`src/rtl/pli_pkg.sv`:
```
`default_nettype none
package pli_pkg;

  localparam int unsigned DataW     = 32;
  localparam int unsigned IdxW      = 6;
  localparam int unsigned CntW      = 7;
  localparam int unsigned StatW     = 2;
  localparam int unsigned MaxPoints = 64;

  typedef enum logic {
    OP_LOAD  = 1'b0,
    OP_QUERY = 1'b1
  } op_e;

  typedef enum logic [StatW-1:0] {
    ST_OK       = 2'd0,
    ST_RANGE    = 2'd1,
    ST_BAD_IDX  = 2'd2,
    ST_RESERVED = 2'd3
  } status_e;

  // item as it travels from front to back
  typedef struct packed {
    logic                    opcode;
    logic [IdxW-1:0]         point_index;
    logic signed [DataW-1:0] point_x;
    logic signed [DataW-1:0] point_y;
    logic signed [DataW-1:0] query_x;
  } item_t;

  typedef struct packed {
    logic signed [DataW-1:0] value_y;
    logic [IdxW-1:0]         span_found;
    logic [StatW-1:0]        status;
  } result_t;

  typedef enum logic [2:0] {
    BK_IDLE,
    BK_ENDS,
    BK_SEARCH,
    BK_SPAN,
    BK_MUL,
    BK_DIV,
    BK_FINISH,
    BK_OUT
  } back_state_e;

endpackage
`default_nettype wire

```
`src/rtl/pli_item_if.sv`:
```
`default_nettype none
interface pli_item_if;
  import pli_pkg::*;
  logic  valid;
  logic  ready;
  item_t data;
  modport source (output valid, output data, input ready);
  modport sink (input valid, input data, output ready);
endinterface
`default_nettype wire

```
`src/rtl/pli_cfg_if.sv`:
```
`default_nettype none
interface pli_cfg_if;
  import pli_pkg::*;
  logic            valid;
  logic            ready;
  logic [CntW-1:0] data;
  modport source (output valid, output data, input ready);
  modport sink (input valid, input data, output ready);
endinterface
`default_nettype wire

```
`src/rtl/pli_front.sv`:
```
`default_nettype none
module pli_front
  import pli_pkg::*;
(
  input  wire             clk_i,
  input  wire             rst_ni,
  pli_item_if.sink        in_if,
  pli_cfg_if.sink         cfg_if,
  output logic [CntW-1:0] points_o,
  output logic            q_valid_o,
  input  wire             q_ready_i,
  output item_t           q_data_o
);

  logic [CntW-1:0] points_q;

  // points register, sampled by the back when it takes an item
  assign cfg_if.ready = 1'b1;
  always_ff @(posedge clk_i or negedge rst_ni) begin
    if (!rst_ni) points_q <= CntW'(2);
    else if (cfg_if.valid) points_q <= cfg_if.data;
  end

  assign points_o     = points_q;
  assign q_valid_o    = in_if.valid;
  assign in_if.ready  = q_ready_i;
  // normalize opcode and pass to queue
  always_comb begin
    q_data_o        = in_if.data;
    q_data_o.opcode = (in_if.data.opcode == OP_QUERY) ? OP_QUERY : OP_LOAD;
  end

endmodule
`default_nettype wire

```
`src/flat_wrapper.sv`:
```
// flat-port wrapper written by rule: the top's interface ports become plain ports
module pli_front_flat import pli_pkg::*;
  (clk_i, rst_ni, points_o, q_valid_o, q_ready_i, q_data_o, in_if_valid, in_if_data, in_if_ready, cfg_if_valid, cfg_if_data, cfg_if_ready);
  pli_item_if in_if_i ();
  pli_cfg_if cfg_if_i ();
  input  wire clk_i;
  input  wire rst_ni;
  output logic [CntW-1:0] points_o;
  output logic q_valid_o;
  input  wire q_ready_i;
  output item_t q_data_o;
  input wire logic [$bits(in_if_i.valid)-1:0] in_if_valid;
  input wire logic [$bits(in_if_i.data)-1:0] in_if_data;
  output wire logic [$bits(in_if_i.ready)-1:0] in_if_ready;
  input wire logic [$bits(cfg_if_i.valid)-1:0] cfg_if_valid;
  input wire logic [$bits(cfg_if_i.data)-1:0] cfg_if_data;
  output wire logic [$bits(cfg_if_i.ready)-1:0] cfg_if_ready;
  assign in_if_i.valid = in_if_valid;
  assign in_if_i.data = in_if_data;
  assign in_if_ready = in_if_i.ready;
  assign cfg_if_i.valid = cfg_if_valid;
  assign cfg_if_i.data = cfg_if_data;
  assign cfg_if_ready = cfg_if_i.ready;
  pli_front u_core (.clk_i(clk_i), .rst_ni(rst_ni), .in_if(in_if_i), .cfg_if(cfg_if_i), .points_o(points_o), .q_valid_o(q_valid_o), .q_ready_i(q_ready_i), .q_data_o(q_data_o));
endmodule
```
`config.mk`:
```
export PLATFORM = sky130hd
export DESIGN_NAME = pli_front_flat
export DESIGN_NICKNAME = d
export VERILOG_FILES = /design/src/rtl/pli_pkg.sv /design/src/rtl/pli_item_if.sv /design/src/rtl/pli_cfg_if.sv /design/src/rtl/pli_front.sv /design/src/flat_wrapper.sv
export SDC_FILE = /design/constraint.sdc
export NUM_CORES = 1
export LEC_CHECK = 0
export BUFFER_PORTS_ARGS = -buffer_cell sky130_fd_sc_hd__buf_2
export CAP_MARGIN = 30
export CELL_PAD_IN_SITES_DETAIL_PLACEMENT = 1
export CELL_PAD_IN_SITES_GLOBAL_PLACEMENT = 1
export CORE_MARGIN = 5
export CORE_UTILIZATION = 12
export DETAILED_ROUTE_END_ITERATION = 8
export PLACE_DENSITY = 0.86
export SETUP_SLACK_MARGIN = 0.02
export SLEW_MARGIN = 30
export SYNTH_ARGS = -nofsm -noshare
export SYNTH_HDL_FRONTEND = slang
export SYNTH_SLANG_ARGS = --single-unit
```
`constraint.sdc`:
```
create_clock -name clk_i -period 0.8 [get_ports clk_i]
set_input_delay 0.04 -clock clk_i [delete_from_list [all_inputs] [get_ports clk_i]]
set_output_delay 0.04 -clock clk_i [all_outputs]
set_load 0.02 [all_outputs]
```
Yosys cells after proc, flatten, opt, wreduce, memory -nomap -nowiden
Cells that the tools add are included.

Register bits after elaboration: 7. Bits in latches: 0. Memories: 0. Bits of input ports: 115. Word-level logic and storage cells: 2. RAM bits: 0. ROM bits: 0. Output and inout port bits: 113.

$mul: 0. Reductions and logical operators: 0. Div/mod/pow operators: 0. $add $sub $neg: 0. $lt $le $gt $ge: 0. Muxes and demuxes: 1. Equality and inequality tests: 0. Shift-type cells: 0. Bitwise logic cells: 0.

Operators by type and width (number): 1-bit two-way mux (1).

Logic depth before layout (Yosys ltp)
Depth in word-level cells: 1. Gate-level depth with buffers: 2. Gate-level depth less buffers: 1.

Worst setup path before layout
OpenSTA, ideal clock, no wires.

Path kind: register to register. Start: register u_core.points_o[0] (netlist name). End: register u_core.points_q[0] (netlist: u_core.points_o[0]). Cell stages (with the launch flop): 2. Buffers on the path: 0. Slack: -0.035 ns. Clock period less this slack: 0.835 ns. Data required time: 0.675 ns. Arrival: 0.710 ns. Cell sequence: dfrtp_1 mux2_4.

RTL lines: end signal: assignment (RTL line pli_front.sv:20) `if (!rst_ni) points_q <= CntW'(2);`; end signal: assignment (RTL line pli_front.sv:21) `else if (cfg_if.valid) points_q <= cfg_if.data;`; end: declaration (RTL line pli_front.sv:15) `logic [CntW-1:0] points_q;`.

Final worst setup path
Start: register u_core.points_q[1] (netlist: u_core.points_o[1]). End: output points_o[1].

RTL lines: end: declaration (RTL line flat_wrapper.sv:8) `output logic [CntW-1:0] points_o;`.

No word-level cell between the ends.

==> results_tabular.tex <==
\begin{tabular}{lr}
\hline
Metric & Value \\
\hline
\multicolumn{2}{l}{\textbf{Setup path}} \\
Critical path buffer and inverter count & 1 \\
Worst endpoint required time & 0.76 ns \\
Startpoint type of the worst setup path & flip-flop \\
Highest fanout seen on the critical path & 2 \\
Cell Chain, Critical Path & buf\_6 \\
Data arrival, critical path & 0.88 ns \\
Worst reg-to-reg setup slack & -0.02 ns \\
Element type at the critical path end & output pin \\
Worst path max stage delay & 0.54 ns \\
Top delay family on crit path & flip-flops \\
Kind of critical path & reg2out \\
Standard cell with the maximum stage delay on the critical path & sky130\_fd\_sc\_hd\_\_dfstp\_2 \\
\multicolumn{2}{l}{\textbf{GRT}} \\
Wire length of the first global-routing pass & 2.24 mm \\
Aggregate global routing overflow & 0 \\
Pin count of the biggest net entering global routing & 8 \\
Combined global-route utilization of all metal layers & 2.69\% \\
Vias in the first global route & 400 \\
Number of antenna violations at the first check in global routing & 0 \\
\multicolumn{2}{l}{\textbf{Logic synthesis}} \\
Synth top area share & 72.9\% \\
Async set-reset flop share out of synthesis & 100\% \\
Synthesis-stage register bit count & 7 \\
Multiplexer fraction of the synthesized cell area & 9.62\% \\
Top post-synthesis cells by count & 106 x sky130\_fd\_sc\_hd\_\_buf\_4, 7 x sky130\_fd\_sc\_hd\_\_mux2\_4, 6 x sky130\_fd\_sc\_hd\_\_dfrtp\_1 \\
Prevailing post-synth register cell & sky130\_fd\_sc\_hd\_\_dfrtp\_1 \\
Cell area after synthesis & 1090 um2 \\
Register area share after synthesis & 16.2\% \\
Synthesized netlist net count & 237 \\
Post-Synthesis Cells & 122 \\
Largest family of logic cells by synthesized area & buffers and inverters \\
Synth cell types & 6 \\
Synth Warn \# & 0 \\
Main area contributors after synthesis & sky130\_fd\_sc\_hd\_\_buf\_4 73\%, sky130\_fd\_sc\_hd\_\_dfrtp\_1 14\%, sky130\_fd\_sc\_hd\_\_mux2\_4 9.6\% \\
Area leader, netlist & sky130\_fd\_sc\_hd\_\_buf\_4 \\
Xor and xnor area share after synthesis & 0\% \\
Synthesized area per cell & 8.95 um2 \\
Post-Synth Simple-Gate Area & 0\% \\
Compound-cell area share of the yosys netlist & 0\% \\
Count of flip-flops with a built-in enable after synthesis & 0 \\
Most frequent cell after synthesis & sky130\_fd\_sc\_hd\_\_buf\_4 \\
Share of synthesized cell area in full adder, half adder and majority cells & 0\% \\
\multicolumn{2}{l}{\textbf{STA}} \\
Period Utilization, post-route & 115\% \\
Endpoints failing setup & 6 \\
Final Max Tran Viols & 0 \\
Number of endpoints with negative hold slack in the final report & 0 \\
Summed negative setup slack over all endpoints & -0.162 ns \\
Crit path setup slack, layout & -0.121 ns \\
Time the worst path needs with I/O delays and setup & 0.921 ns \\
Peak Freq & 1.09 GHz \\
RSZ-0062 raised after global routing & yes \\
Worst Hold Margin & 0.0470 ns \\
Post-route clock skew & 0 ns \\
\multicolumn{2}{l}{\textbf{Clock network}} \\
Clock tree from TritonCTS & built \\
Clock tree buffer depth & 2 \\
CTS HTree Levels & 1 \\
Clock transition time at the flip-flop clock pins of the worst setup and hold paths & 0.04 ns \\
Number of clock buffers inserted by TritonCTS & 3 \\
Root Driver & sky130\_fd\_sc\_hd\_\_clkbuf\_8 \\
Latest clock arrival within the worst-skew pair & 0.22 ns \\
Clock sink total & 7 \\
\multicolumn{2}{l}{\textbf{Floorplan}} \\
Number of ports placed on the die boundary & 228 \\
Height of the chip & 105 um \\
DIE WIDTH & 105 um \\
Core Box Area & 8810 um2 \\
Number of core rows & 34 \\
DIE AREA & 11,100 um2 \\
Initial standard-cell utilization of the core & 12.4\% \\
\multicolumn{2}{l}{\textbf{Routing}} \\
Remaining antenna violation count & 0 \\
Vias post-DR & 321 \\
Detailed-route wire length per cell & 11.0 um \\
Pre-Repair DR Iteration Count & 2 \\
Via-per-instance ratio & 2.21 \\
Routed WL & 1.60 mm \\
DRC marker count from the first detailed-route iteration & 1 \\
Number of design rule violations left after detail routing & 0 \\
\multicolumn{2}{l}{\textbf{Placement}} \\
Final Wtd Congestion & 0.677 \\
Number of port buffers & 16 \\
Number of instances in the placed design & 139 \\
Placed wire-length estimate after detailed placement & 1.28 mm \\
\multicolumn{2}{l}{\textbf{Status}} \\
Violated checks & negative setup slack \\
Status & finished with violations \\
\multicolumn{2}{l}{\textbf{Job}} \\
Max-cap viol count & 0 \\
\multicolumn{2}{l}{\textbf{Power}} \\
Cell area power density & 1890 nW/um2 \\
Peak supply drop & 0.395 mV \\
Static Leak & 0.245 nW \\
\multicolumn{2}{l}{\textbf{Hold path}} \\
Path class of the lowest-slack min-delay path & in2reg \\
\multicolumn{2}{l}{\textbf{Layout}} \\
Post-layout instance count excluding filler cells & 145 \\
Post-layout net count & 153 \\
Flip-flop count of the largest register, all copies and words added & 7 \\
Diode count & 0 \\
Fraction of layout instances using a drive strength above 1 & 91.9\% \\
Area growth syn-to-layout & -43.8\% \\
\hline
\end{tabular}
[metal layers]
layer	vias up	global-route usage (%)	part of all wire (%)
met5	-	0	0
li1	94	-	-
met1	149	1.66	24
met4	0	6.19	17
met2	30	2.91	36
met3	48	2.20	23
[power by group]
group | internal, mW | switching, mW | total [mW]
combinational | 0.142 | 0.101 | 0.244
sequential | 0.401 | 0.0299 | 0.431
clock | 0.344 | 0.143 | 0.487
total | 0.888 | 0.274 | 1.16
[cell type report]
cell class | instances | area, um2
well taps | 108 | 135
flip-flops and latches | 7 | 184
multi-input cells | 8 | 109
repair buffers | 18 | 141
clock buffers | 4 | 45.0
fillers | 1002 | 8190
[placed cells by master, fill, tap and decap left out]
cell,Yosys,routed
sky130_fd_sc_hd__clkbuf_1,0,1
sky130_fd_sc_hd__dfstp_2,1,1
sky130_fd_sc_hd__mux2_4,7,7
sky130_fd_sc_hd__dfrtp_2,0,6
sky130_fd_sc_hd__buf_4,106,1
sky130_fd_sc_hd__dlygate4sd3_1,0,1
sky130_fd_sc_hd__buf_6,1,7
sky130_fd_sc_hd__clkbuf_8,0,3
sky130_fd_sc_hd__buf_2,0,9
sky130_fd_sc_hd__conb_1,1,1
[worst paths after layout]
path | start | end | cells past startpoint
setup reg to reg | u_core.points_o[1]$_DFFE_PN1P_ | u_core.points_o[1]$_DFFE_PN1P_ | 2
hold / removal | cfg_if_data[5] | u_core.points_o[5]$_DFFE_PN0P_ | 2
hold reg to reg | u_core.points_o[4]$_DFFE_PN0P_ | u_core.points_o[4]$_DFFE_PN0P_ | 1
min in group asynchronous | rst_ni | u_core.points_o[6]$_DFFE_PN0P_ | 2
max in group asynchronous | rst_ni | u_core.points_o[1]$_DFFE_PN1P_ | 2
setup / recovery | u_core.points_o[1]$_DFFE_PN1P_ | points_o[1] | 1
[kinds of logic after synthesis]
| group | after synthesis |
|---|---|
| flops | 7 |
| other cells | 1 |
| buf+inv | 107 |
| mux | 7 |
[metrics by stage]
| step | util, % | power, mW | worst slack, ns | area [um2] |
|---|---|---|---|---|
| after CTS | 6.98 | 1.19 | -0.146 | 614 |
| final | 6.98 | 1.16 | -0.121 | 614 |
| after global routing | 6.98 | 1.23 | -0.164 | 614 |
| after global placement | 5.77 | 0.615 | 0.0388 | 508 |
| after floorplan | - | 1.31 | -0.0222 | 1100 |
| after detailed placement | 5.77 | 0.623 | 0.0101 | 508 |
[repair_timing]
action / 4_1_cts / 5_1_grt
setup endpoints to repair: 9 / 14
buffers inserted: 1 / 0
gates resized for setup: 14 / 0
hold endpoints to repair: 7 / 0
hold buffers: 1 / 0
Power figures use the tool's default switching activity.
