<file path="config.mk">
export PLATFORM = sky130hd
export DESIGN_NAME = pli_queue
export DESIGN_NICKNAME = d
export VERILOG_FILES = /design/src/rtl/pli_pkg.sv /design/src/rtl/pli_queue.sv
export SDC_FILE = /design/constraint.sdc
export NUM_CORES = 1
export LEC_CHECK = 0
export BUFFER_PORTS_ARGS = -buffer_cell sky130_fd_sc_hd__buf_4
export CAP_MARGIN = 5
export CORE_UTILIZATION = 55
export DETAILED_ROUTE_END_ITERATION = 12
export PLACE_DENSITY = 0.8
export SLEW_MARGIN = 10
export SYNTH_ARGS = -nofsm -noshare
export SYNTH_HDL_FRONTEND = slang
export SYNTH_SLANG_ARGS = --single-unit
</file>
<file path="constraint.sdc">
create_clock -name clk_i -period 10.14 [get_ports clk_i]
set_clock_uncertainty 0.05 [all_clocks]
set_input_delay 1.014 -clock clk_i [delete_from_list [all_inputs] [get_ports clk_i]]
set_output_delay 1.014 -clock clk_i [all_outputs]
set_load 0.01 [all_outputs]
</file>
<file path="src/rtl/pli_pkg.sv">
`default_nettype none
package pli_pkg;

  localparam int unsigned DataW     = 32;
  localparam int unsigned IdxW      = 6;
  localparam int unsigned CntW      = 7;
  localparam int unsigned StatW     = 2;
  localparam int unsigned MaxPoints = 64;

  typedef enum logic {
    OP_LOAD  = 1'b0,
    OP_QUERY = 1'b1
  } op_e;

  typedef enum logic [StatW-1:0] {
    ST_OK       = 2'd0,
    ST_RANGE    = 2'd1,
    ST_BAD_IDX  = 2'd2,
    ST_RESERVED = 2'd3
  } status_e;

  // item as it travels from front to back
  typedef struct packed {
    logic                    opcode;
    logic [IdxW-1:0]         point_index;
    logic signed [DataW-1:0] point_x;
    logic signed [DataW-1:0] point_y;
    logic signed [DataW-1:0] query_x;
  } item_t;

  typedef struct packed {
    logic signed [DataW-1:0] value_y;
    logic [IdxW-1:0]         span_found;
    logic [StatW-1:0]        status;
  } result_t;

  typedef enum logic [2:0] {
    BK_IDLE,
    BK_ENDS,
    BK_SEARCH,
    BK_SPAN,
    BK_MUL,
    BK_DIV,
    BK_FINISH,
    BK_OUT
  } back_state_e;

endpackage
`default_nettype wire

</file>
<file path="src/rtl/pli_queue.sv">
`default_nettype none
module pli_queue
  import pli_pkg::*;
(
  input  wire   clk_i,
  input  wire   rst_ni,
  input  wire   in_valid_i,
  output logic  in_ready_o,
  input  item_t in_data_i,
  output logic  out_valid_o,
  input  wire   out_ready_i,
  output item_t out_data_o
);

  // two-entry queue between front and back
  item_t      mem_q [2];
  logic       wr_ptr_q, rd_ptr_q;
  logic [1:0] cnt_q;
  logic       push, pop;

  assign in_ready_o  = (cnt_q != 2'd2);
  assign out_valid_o = (cnt_q != 2'd0);
  assign out_data_o  = mem_q[rd_ptr_q];
  assign push = in_valid_i && in_ready_o;
  assign pop  = out_valid_o && out_ready_i;

  always_ff @(posedge clk_i or negedge rst_ni) begin
    if (!rst_ni) begin
      wr_ptr_q <= 1'b0;
      rd_ptr_q <= 1'b0;
      cnt_q    <= 2'd0;
    end else begin
      if (push) wr_ptr_q <= ~wr_ptr_q;
      if (pop) rd_ptr_q <= ~rd_ptr_q;
      cnt_q <= cnt_q + {1'b0, push} - {1'b0, pop};
    end
  end

  always_ff @(posedge clk_i) begin
    if (push) mem_q[wr_ptr_q] <= in_data_i;
  end

endmodule
`default_nettype wire

</file>
# --- After elaboration in Yosys (flattened, before gate mapping) ---
# Memory sizes are Yosys's and may differ from the RTL's.
# Index checks and enable logic that the tools add are counted.
word_totals:
  mem_bits_ro: 0
  word_cells: 14
  out_inout_bits: 105
  ff_bits: 4
  in_bits: 107
  latchBits: 0
  ram_bits: 206
  n_memories: 1
classes:
  n_lt_le_gt_ge: 0
  add_sub_neg: 2
  muxes: 2
  eq_ne: 1
  shifts: 0
  n_bitwise: 2
  div_mod_pow: 0
  mul: 0
  reduce_logical: 3
mem_list:
  columns: ["name", "words", "width", "read_ports", "rd_clocked_by_memory_dff", "wr", "line", "rtl"]
  rows:
  - ["mem_q", 2, 103, 1, 0, 1, "pli_queue.sv:16", "item_t mem_q [2];"]
op_table:
  columns: ["op", "n"]
  rows:
  - ["adder 2 x 1 -> 2 bit", 1]
  - ["logical AND 1 bit", 2]
  - ["2-to-1 mux 1 bit", 2]
  - ["inequality test 2 bit (second input constant)", 1]
  - ["NOT 1 bit", 2]
  - ["nonzero test 2 bit", 1]
  - ["subtractor 2 x 1 -> 2 bit", 1]

# --- Depth between registers and ports, before layout ---
# Gate-level depths: netlist (run 1).
logic_depth:
  word_depth: 4
  depth_mapped: 7
  depth_no_buf: 7

# --- Worst setup path before layout (run 1) ---
# OpenSTA, ideal clock, no wires.
synth_path:
  kind: "in2reg"
  startpoint: "input port in_valid_i"
  endpoint: "memory mem_q[0][0] (netlist bit), enable pin"
  path_buffers: 0
  setup_time_ps: 566
  path_slack_ps: 4128
  stages: 2
  t_required_ps: 9524
  arrival_time_ps: 5396
  cell_sequence: "nand2_1 nor2_1"
synth_between:
  elab_chain_cells: 3
synth_lines:
  columns: ["item", "line", "rtl"]
  rows:
  - ["start: declaration", "pli_queue.sv:7", "input wire in_valid_i,"]
  - ["logical AND 1 bit", "pli_queue.sv:24", "assign push = in_valid_i && in_ready_o;"]
  - ["2-to-1 mux 1 bit", "pli_queue.sv:40", "if (push) mem_q[wr_ptr_q] <= in_data_i;"]
  - ["2-to-1 mux 1 bit (implied by the code)", "pli_queue.sv:40", null]
  - ["end: declaration", "pli_queue.sv:16", null]
# Every way passes these cells.

==> results of run 1 <==
[worst min path at each step]
| stage | from | end | slack, ns | cells past startpoint |
|---|---|---|---|---|
| after detailed placement | cnt_q[0] | cnt_q[0] | 0.47 | 1 |
| after CTS | rst_ni | rd_ptr_q | 0.26 | 1 |
| after floorplan | wr_ptr_q | wr_ptr_q | 0.41 | 1 |
| after global routing | rst_ni | cnt_q[0] | 0.26 | 1 |
| after global placement | cnt_q[0] | cnt_q[0] | 0.44 | 1 |
| final | rst_ni | cnt_q[0] | 0.28 | 1 |
[stage by stage]
step                cells  worst slack, ns  power [mW]  instance area (sq um)
floorplan             338             4.13        1.89                   7880
global placement      721             6.72        2.24                   9620
detailed placement    721             6.68        2.27                   9620
CTS                   757             6.15        3.02                  10300
global route          757             6.08        3.12                  10300
finish                757             6.22        2.98                  10300
[registers in the layout, indices dropped and copies added, names as in the netlist]
register / cells
mem_q: 206
cnt_q: 2
rd_ptr_q: 1
wr_ptr_q: 1
[final cells by class]
class | instances | area, sq um | share of cell area
clock buffer | 28 | 552 | 0.0536
clock inverter | 8 | 114 | 0.0111
inverter | 1 | 3.75 | 0.000365
multi-input combinational | 115 | 1490 | 0.145
sequential | 210 | 6290 | 0.611
tap | 180 | 225 | 0.0219
timing repair buffer | 215 | 1610 | 0.157
[power by group]
group	switching [mW]	internal, mW
Clock	0.288	0.457
Combinational	0.423	0.533
Sequential	0.0912	1.19
Total	0.802	2.18
[cells in the mapped netlist]
cell | n | share of area
buf_2 | 4 | 0.0025
and2_1 | 1 | 0.00079
or2_2 | 1 | 0.00079
xnor2_1 | 3 | 0.0033
inv_1 | 1 | 0.00048
buf_6 | 7 | 0.010
nand2b_1 | 1 | 0.00079
and3_1 | 1 | 0.00079
mux2_2 | 43 | 0.061
mux2_4 | 60 | 0.11
nor2_1 | 1 | 0.00048
ha_1 | 2 | 0.0032
edfxtp_1 | 206 | 0.78
nand2_1 | 1 | 0.00048
dfrtp_1 | 4 | 0.013
buf_8 | 1 | 0.0019
xor2_1 | 1 | 0.0011
[layout by cell type (no fill, tap or decap), types with 2 or more instances in the layout]
| cell type | netlist | final |
|---|---|---|
| ha_1 | 2 | 2 |
| dfrtp_1 | 4 | 3 |
| bufinv_16 | 0 | 3 |
| buf_4 | 0 | 215 |
| xnor2_1 | 3 | 3 |
| mux2_2 | 43 | 43 |
| clkbuf_16 | 0 | 21 |
| clkbuf_1 | 0 | 7 |
| edfxtp_1 | 206 | 206 |
| clkinv_1 | 0 | 3 |
| mux2_4 | 60 | 60 |
[logic make-up after synthesis]
kind of cell / after synthesis / synth area share
AND/OR/NAND/NOR: 6 / 0.00413
buffers and inverters: 13 / 0.0149
XOR/XNOR: 4 / 0.00445
multiplexers: 103 / 0.176
flip-flops: 210 / 0.798
adder cells (fa/ha/maj): 2 / 0.00317
[metal layers]
| layer | track usage | up-vias | wire (microns) | part of all wire |
|---|---|---|---|---|
| li1 | - | 1789 | - | - |
| met1 | 0.222 | 1905 | 5300 | 0.37 |
| met2 | 0.328 | 182 | 7250 | 0.51 |
| met3 | 0.0590 | 22 | 1360 | 0.096 |
| met4 | 0.0556 | 0 | 292 | 0.021 |
| met5 | 0 | - | 0 | 0 |
[critical path, delay by kind of cell, from the launching register on]
kind | cells | cell delay, ns
buffers and inverters | 2 | 1.03
DFF | 1 | 0.89
muxes | 1 | 0.43
==> out/summary.txt, run 1 <==
Final period util = 0.387
# port buffers = 211
Crit path capture = out_data_o[23]
Final Hold Viols = 0
Syn Inst Count = 338
Grt total ovfl = 0
Hold buffer count at cts = 0
Maxcap violations = 0
Worst path required time = 9.08 ns
Worst-Margin Slew = 0.974 ns
Vias after detailed routing = 3898
Starting density of the core = 0.566
Initial antenna violation count = 0
Placer Congestion = 0.707
Die Span Y = 122 microns
Setup TNS = 0 ns
Vias in the first global route = 4167
Vias per cell = 5.15
CTS Buf Count = 21
Crit end category = output port
Clock Latency Late Sink = 0.47 ns
Cells along the critical path = buf_4 -> mux2_2 -> buf_4
H-tree Lvls = 1
Die Width = 122 microns
Leak Pwr = 4.02 nW
Post-route DRC = 0
IO Count = 212
Post-synthesis sequential area ratio = 0.798
R2R depth = 3
Status = completed
CTS Sinks = 210
Crit Reg-Reg Endpoint = mem_q[1][2]
Detail Placement HPWL = 9470 microns
Fmax = 255 MHz
Clock Pin Slew Worst Setup and Hold Paths = 0.06 ns
All-Layer GR Usage = 0.188
CP max FO = 60
Critical-path top delay cell = dfrtp_4
CP Class = reg -> out
Worst hold-check path type = in -> async
Crit path launch = rd_ptr_q
PwrDens = 290 nW/um^2
Flop and latch count out of synthesis = 210
Share of layout cells above drive strength 1 = 0.603
Wire length per cell = 18.8 microns
DR iter-0 viols = 218
Router iterations before antenna repair = 4
Fillers = 826
Area delta synth->final = 30.5%
R2R Setup Slk = 7.77 ns
Critical R2R Launch = cnt_q[1]
Mean Syn Cell Area = 23.3 sq um
Core region area = 13900 sq um
Post-CTS Setup Bufs = 0
Clock Path Buffers = 3
Post-Syn Area = 7880 sq um
Cell Rows = 43
Total wire length = 14200 microns
Fin util = 0.738
DRT antenna net count = 0
Largest net degree at the start of global routing = 61
CTS Root Cell = clkbuf_16
Global-route wire length before repair = 21000 microns
Final critical-path required period = 3.92 ns
Synth unique cells = 17
Rel. slew slack = 0.351
Most used cell, CP = buf_4
Crit path largest cell delay = 0.89 ns
Die ar. = 14800 sq um
VDD IR max = 0.202 mV
Syn_nets = 447
Unrepaired setup endpoints after global routing = no
Critical path startpoint category = flip-flop
CTS tree = yes
Max-slew violation count = 0
Ant diodes = 0
Fin nets = 673
Critical path arrival = 2.86 ns
Hold WS = 0.278 ns
Yosys Warn Count = 0
CTS resizes = 0
Final number of setup-violating endpoints = 0
Note: power is estimated with default switching activity, not from simulation.
==> run 2: changes to the inputs <==
--- a/config.mk
+++ b/config.mk
@@ -5,11 +5,12 @@
 export SDC_FILE = /design/constraint.sdc
 export NUM_CORES = 1
 export LEC_CHECK = 0
+export ABC_AREA = 1
 export BUFFER_PORTS_ARGS = -buffer_cell sky130_fd_sc_hd__buf_4
 export CAP_MARGIN = 5
-export CORE_UTILIZATION = 55
+export CORE_UTILIZATION = 52
 export DETAILED_ROUTE_END_ITERATION = 12
-export PLACE_DENSITY = 0.8
+export PLACE_DENSITY = 0.76
 export SLEW_MARGIN = 10
 export SYNTH_ARGS = -nofsm -noshare
 export SYNTH_HDL_FRONTEND = slang
==> constraint.sdc (replaced) <==
create_clock -name clk_i -period 4.1 [get_ports clk_i]
set_clock_uncertainty 0.05 [all_clocks]
set_input_delay 0.41 -clock clk_i [delete_from_list [all_inputs] [get_ports clk_i]]
set_output_delay 0.41 -clock clk_i [all_outputs]
set_load 0.01 [all_outputs]
==> out/summary.txt, run 2 <==
VDD IR max = 0.558 mV
Leading cell types in the layout, fill and taps excluded = nand2_1 (322), buf_4 (217), edfxtp_1 (206), clkbuf_16 (21), inv_1 (7)
Power consumption = 7.18 mW
Final Hold Viols = 0
Min-Delay Endpoint = mem_q[1][19]
CTS tree = yes
Worst hold-check path type = in -> reg
Post-Syn Area = 7740 sq um
Post-route DRC = 0
Flop and latch count out of synthesis = 210
Post-synth ARST share = 0.0190
Post-synth top area cell = edfxtp_1
Post-synthesis sequential area ratio = 0.812
Fmax = 349 MHz
Vias per cell = 4.89
Max-slew violation count = 0
Critical-path top delay cell = buf_4
Yosys Warn Count = 0
All-Layer GR Usage = 0.195
Grt total ovfl = 0
Placed inst area = 9450 sq um
Unrepaired setup endpoints after global routing = no
Ant diodes = 0
Vias after detailed routing = 4809
Crit path buf inv count = 3
Initial antenna violation count = 0
Die Span Y = 124 microns
Worst path required time = 3.64 ns
Share of layout cells above drive strength 1 = 0.307
CTS Buf Count = 21
DRT antenna net count = 0
Die ar. = 15400 sq um
R2R Setup Slk = 1.88 ns
Largest family of logic cells by synthesized area = simple AND/OR/NAND/NOR gates
Maxcap violations = 0
Clock Latency Late Sink = 0.48 ns
Synth Area in XOR/XNOR = 0
Crit end category = output port
Crit path largest cell delay = 0.59 ns
Core region area = 14500 sq um
CP Class = reg -> out
Area delta synth->final = 29.6%
Rel. slew slack = 0.272
CTS resizes = 0
Syn_nets = 679
CTS Sinks = 210
Leak Pwr = 4.31 nW
Global-route wire length before repair = 22600 microns
Compound-gate portion of the synthesized area = 0
Clock Path Buffers = 3
Hold path startpoint = in_data_i[19]
Die Width = 124 microns
Synth unique cells = 11
Fin util = 0.690
Max reg flops = 206
Critical path startpoint category = flip-flop
Final period util = 0.699
H-tree Lvls = 1
Post-Synth Simple-Gate Area = 0.159
Area share of the largest cell type after synthesis = 0.799
R2R depth = 4
Largest net degree at the start of global routing = 105
Vias in the first global route = 4631
Syn Inst Count = 570
Clock Pin Slew Worst Setup and Hold Paths = 0.06 ns
Final number of setup-violating endpoints = 0
Status = completed
Adder-Cell Fraction of Synth Area = 0.00323
# port buffers = 211
Final critical-path required period = 2.87 ns
Multiplexer area fraction after synthesis = 0
Cells along the critical path = clkinv_2 -> buf_4 -> nand2_1 -> nand2_1 -> buf_4
Critical R2R Launch = cnt_q[1]
Hold Crit Depth = 1
Reg with most FFs = mem_q
IO Count = 212
Starting density of the core = 0.533
Post-synth top flop = edfxtp_1
Detail Placement HPWL = 9880 microns
Setup TNS = 0 ns
Regs by FF count = mem_q: 206 flops, cnt_q: 2 flops
Post-synth top cells = nand2_1 (322), edfxtp_1 (206), buf_2 (14), buf_6 (8), inv_1 (8)
Post-synth EDFFs = 206
Post-Place Worst Slack = 1.65 ns
Final setup margin = 1.23 ns
CTS Root Cell = clkbuf_16
CP max FO = 55
DR iter-0 viols = 266
Total wire length = 15600 microns
Placer Congestion = 0.750
Cell with the most instances after synthesis = nand2_1
Most common cell after layout, fill and taps aside = nand2_1
Critical path arrival = 2.41 ns
Router iterations before antenna repair = 4
Worst-Margin Slew = 1.09 ns
CP top delay family = buffers and inverters
Largest cells by area after synthesis = edfxtp_1 (80%), nand2_1 (16%), dfrtp_1 (1.3%), buf_6 (1.2%), buf_2 (0.91%)
Mean Syn Cell Area = 13.6 sq um
Fin nets = 897
Finished Cell Area = 10000 sq um
Cell Rows = 44
Wire length per cell = 15.8 microns
PwrDens = 715 nW/um^2
Crit Reg-Reg Endpoint = mem_q[0][44]
run 2: changes by cell type in the layout (fill, tap and decap cells not counted), sizes merged, moves of 3 or more:
cell	change
mux2	-103
nand3	+3
xnor2	-3
inv	+7
nand2	+321
clkinv	+5
bufinv	-3
run 2: timing repair:
action | 4_1_cts | 5_1_grt
hold buffers | 1 | 0
hold endpoints to repair | 4 | 0
endpoints found under the setup margin | 0 | 0
setup buffers | 0 | 0
run 2: worst max path at each step:
stage | end | start | depth (start not counted) | slack [ns]
after floorplan | mem_q[1][0] | cnt_q[1] | 3 | 0.30
after global placement | out_data_o[36] | rd_ptr_q | 5 | 1.74
after detailed placement | out_data_o[48] | rd_ptr_q | 5 | 1.65
after CTS | out_data_o[48] | rd_ptr_q | 5 | 1.13
after global routing | out_data_o[33] | rd_ptr_q | 5 | 1.04
final | out_data_o[33] | rd_ptr_q | 5 | 1.23
run 2: where the power goes:
part	switching [mW]	total, mW	internal [mW]
Sequential	0.113	3.05	2.94
Clock	0.714	1.65	0.931
Combinational	1.49	2.48	0.988
Total	2.32	7.18	4.86
run 2: cell families (layout without fill, tap and decap cells):
family | Yosys count | after routing
fa+ha+maj | 2 | 2
buf+inv | 32 | 261
flops | 210 | 210
simple gates | 326 | 326
run 2: per-layer routing:
layer | wire (microns) | global-route usage | vias to the layer above
li1 | - | - | 2346
met1 | 5880 | 0.236 | 2267
met2 | 8280 | 0.348 | 169
met3 | 1070 | 0.0394 | 27
met4 | 317 | 0.0670 | 0
met5 | 0 | 0 | -
run 2: final cells by class:
cell class,instances,area (sq um)
Fill cell,1019,4500
Clock buffer,26,544
Sequential cell,210,6290
Inverter,9,37.5
Timing Repair Buffer,218,1640
Tap cell,184,230
Clock inverter,8,33.8
Multi-Input combinational cell,328,1260
run 2: stage by stage:
stage          hold slack (ns)  std cells
2_1_floorplan           0.0644        570
3_3_place_gp             0.158        948
3_5_place_dp             0.160        948
4_1_cts                 0.0464        983
5_1_grt                 0.0459        983
6_report                0.0660        983
==> run 3: changes to the inputs <==
==> constraint.sdc (replaced) <==
create_clock -name clk_i -period 2.7 [get_ports clk_i]
set_clock_uncertainty 0.05 [all_clocks]
set_input_delay 0.27 -clock clk_i [delete_from_list [all_inputs] [get_ports clk_i]]
set_output_delay 0.27 -clock clk_i [all_outputs]
set_load 0.01 [all_outputs]
==> out/summary.txt, run 3 (synthesis results as in run 2) <==
CTS tree = yes
Final critical-path required period = 2.11 ns
Max-slew violation count = 0
R2R depth = 5
Most common cell after layout, fill and taps aside = nand2_1
Post-route DRC = 0
Crit end category = output port
Vias in the first global route = 5419
Starting density of the core = 0.533
Final number of setup-violating endpoints = 0
Clock Path Buffers = 3
Post-Layout Cell Count = 1091
Placer Congestion = 0.815
Unrepaired setup endpoints after global routing = no
CTS Sinks = 210
Detail Placement HPWL = 10100 microns
Cell Rows = 44
Maxcap violations = 0
Min-Delay Endpoint = wr_ptr_q
VDD IR max = 0.691 mV
CTS Root Cell = clkbuf_16
Vias after detailed routing = 5359
DR iter-0 viols = 378
H-tree Lvls = 1
Rel. slew slack = 0.535
Setup TNS = 0 ns
PwrDens = 1020 nW/um^2
Ant diodes = 0
Hold Crit Depth = 3
Clock Pin Slew Worst Setup and Hold Paths = 0.06 ns
CTS Buf Count = 21
Die Span Y = 124 microns
Share of layout cells above drive strength 1 = 0.281
Final period util = 0.781
Critical R2R Launch = cnt_q[0]
Fmax = 474 MHz
Fin nets = 1003
Worst hold-check path type = in -> reg
Power consumption = 11.5 mW
Critical path arrival = 1.79 ns
Post-CTS Setup Bufs = 0
Reg with most FFs = mem_q
Total wire length = 17400 microns
Global-route wire length before repair = 26400 microns
R2R Setup Slk = 0.82 ns
CP Class = reg -> out
Clock Latency Late Sink = 0.47 ns
DRT antenna net count = 0
Critical path startpoint category = flip-flop
Final Hold Viols = 0
Leak Pwr = 4.82 nW
Inst Count DP = 950
# port buffers = 211
Finished Cell Area = 11200 sq um
Hold path startpoint = in_valid_i
Die ar. = 15400 sq um
CP max FO = 41
Router iterations before antenna repair = 4
Hold WS = 0.123 ns
All-Layer GR Usage = 0.228
Area delta synth->final = 45.0%
Initial antenna violation count = 0
Crit Reg-Reg Endpoint = mem_q[0][89]
Grt total ovfl = 0
Wire length per cell = 16.0 microns
Core region area = 14500 sq um
Vias per cell = 4.91
Placed inst area = 9500 sq um
Regs by FF count = mem_q: 206 flops, cnt_q: 2 flops
CTS resizes = 0
Worst-Margin Slew = 0.698 ns
Max reg flops = 206
IO Count = 212
Die Width = 124 microns
Status = completed
Worst path required time = 2.38 ns
Leading cell types in the layout, fill and taps excluded = nand2_1 (322), buf_4 (216), edfxtp_1 (206), dlygate4sd3_1 (105), clkbuf_16 (21)
Largest net degree at the start of global routing = 105
-- run 3: changes by cell type in the layout (fill, tap and decap cells not counted) --
cell,change
buf_12,+3
clkinv_2,+5
clkinvlp_4,+1
bufinv_16,+3
buf_4,-1
clkinv_1,-3
inv_4,-1
clkbuf_1,-3
dlygate4sd3_1,+104
-- run 3: how the worst max path moves through the flow --
stage,start,slack (ns),depth (start not counted),end
floorplan,cnt_q[1],0.05,3,mem_q[1][0]
global placement,cnt_q[0],0.98,5,mem_q[0][77]
detailed placement,cnt_q[0],0.85,5,mem_q[0][77]
CTS,rd_ptr_q,0.56,5,out_data_o[95]
global route,rd_ptr_q,0.47,5,out_data_o[95]
finish,rd_ptr_q,0.59,5,out_data_o[94]
-- run 3: final cells by class --
type / instances / area [sq um]
flip-flops and latches: 210 / 6290
fillers: 829 / 3310
repair buffers: 324 / 2730
multi-input cells: 328 / 1260
clock buffers: 23 / 533
well taps: 184 / 230
clock inverters: 13 / 138
inverters: 9 / 38.8
-- run 3: stage by stage --
step | utilization | worst slack (ns)
6_report | 0.772 | 0.590
5_1_grt | 0.772 | 0.474
4_1_cts | 0.772 | 0.564
3_5_place_dp | 0.654 | 0.853
3_3_place_gp | 0.654 | 0.975
2_1_floorplan | - | 0.0475
-- run 3: what timing repair did --
action                                  in CTS  in global routing
endpoints found under the setup margin       0                  0
endpoints found under the hold margin      211                  0
hold buffers                               105                  0
-- run 3: routing by layer --
metal | global-route usage | vias up | share of wire
li1 | - | 2557 | -
met1 | 0.263 | 2570 | 0.37
met2 | 0.426 | 197 | 0.55
met3 | 0.0362 | 35 | 0.053
met4 | 0.0833 | 0 | 0.025
met5 | 0 | - | 0
-- run 3: critical path, stage by stage (launching register included) --
cell	delay, ns
dfrtp_4	0.49
clkinv_2	0.08
buf_4	0.38
nand2_1	0.11
nand2_1	0.10
buf_4	0.12
-- run 3: where the power goes --
| group | total, mW | internal, mW | leakage (nW) | switching (mW) |
|---|---|---|---|---|
| registers | 4.63 | 4.45 | 1.96 | 0.180 |
| clock network | 2.82 | 1.71 | 0.338 | 1.11 |
| logic | 4.05 | 1.65 | 2.52 | 2.39 |
| total | 11.5 | 7.81 | 4.82 | 3.69 |
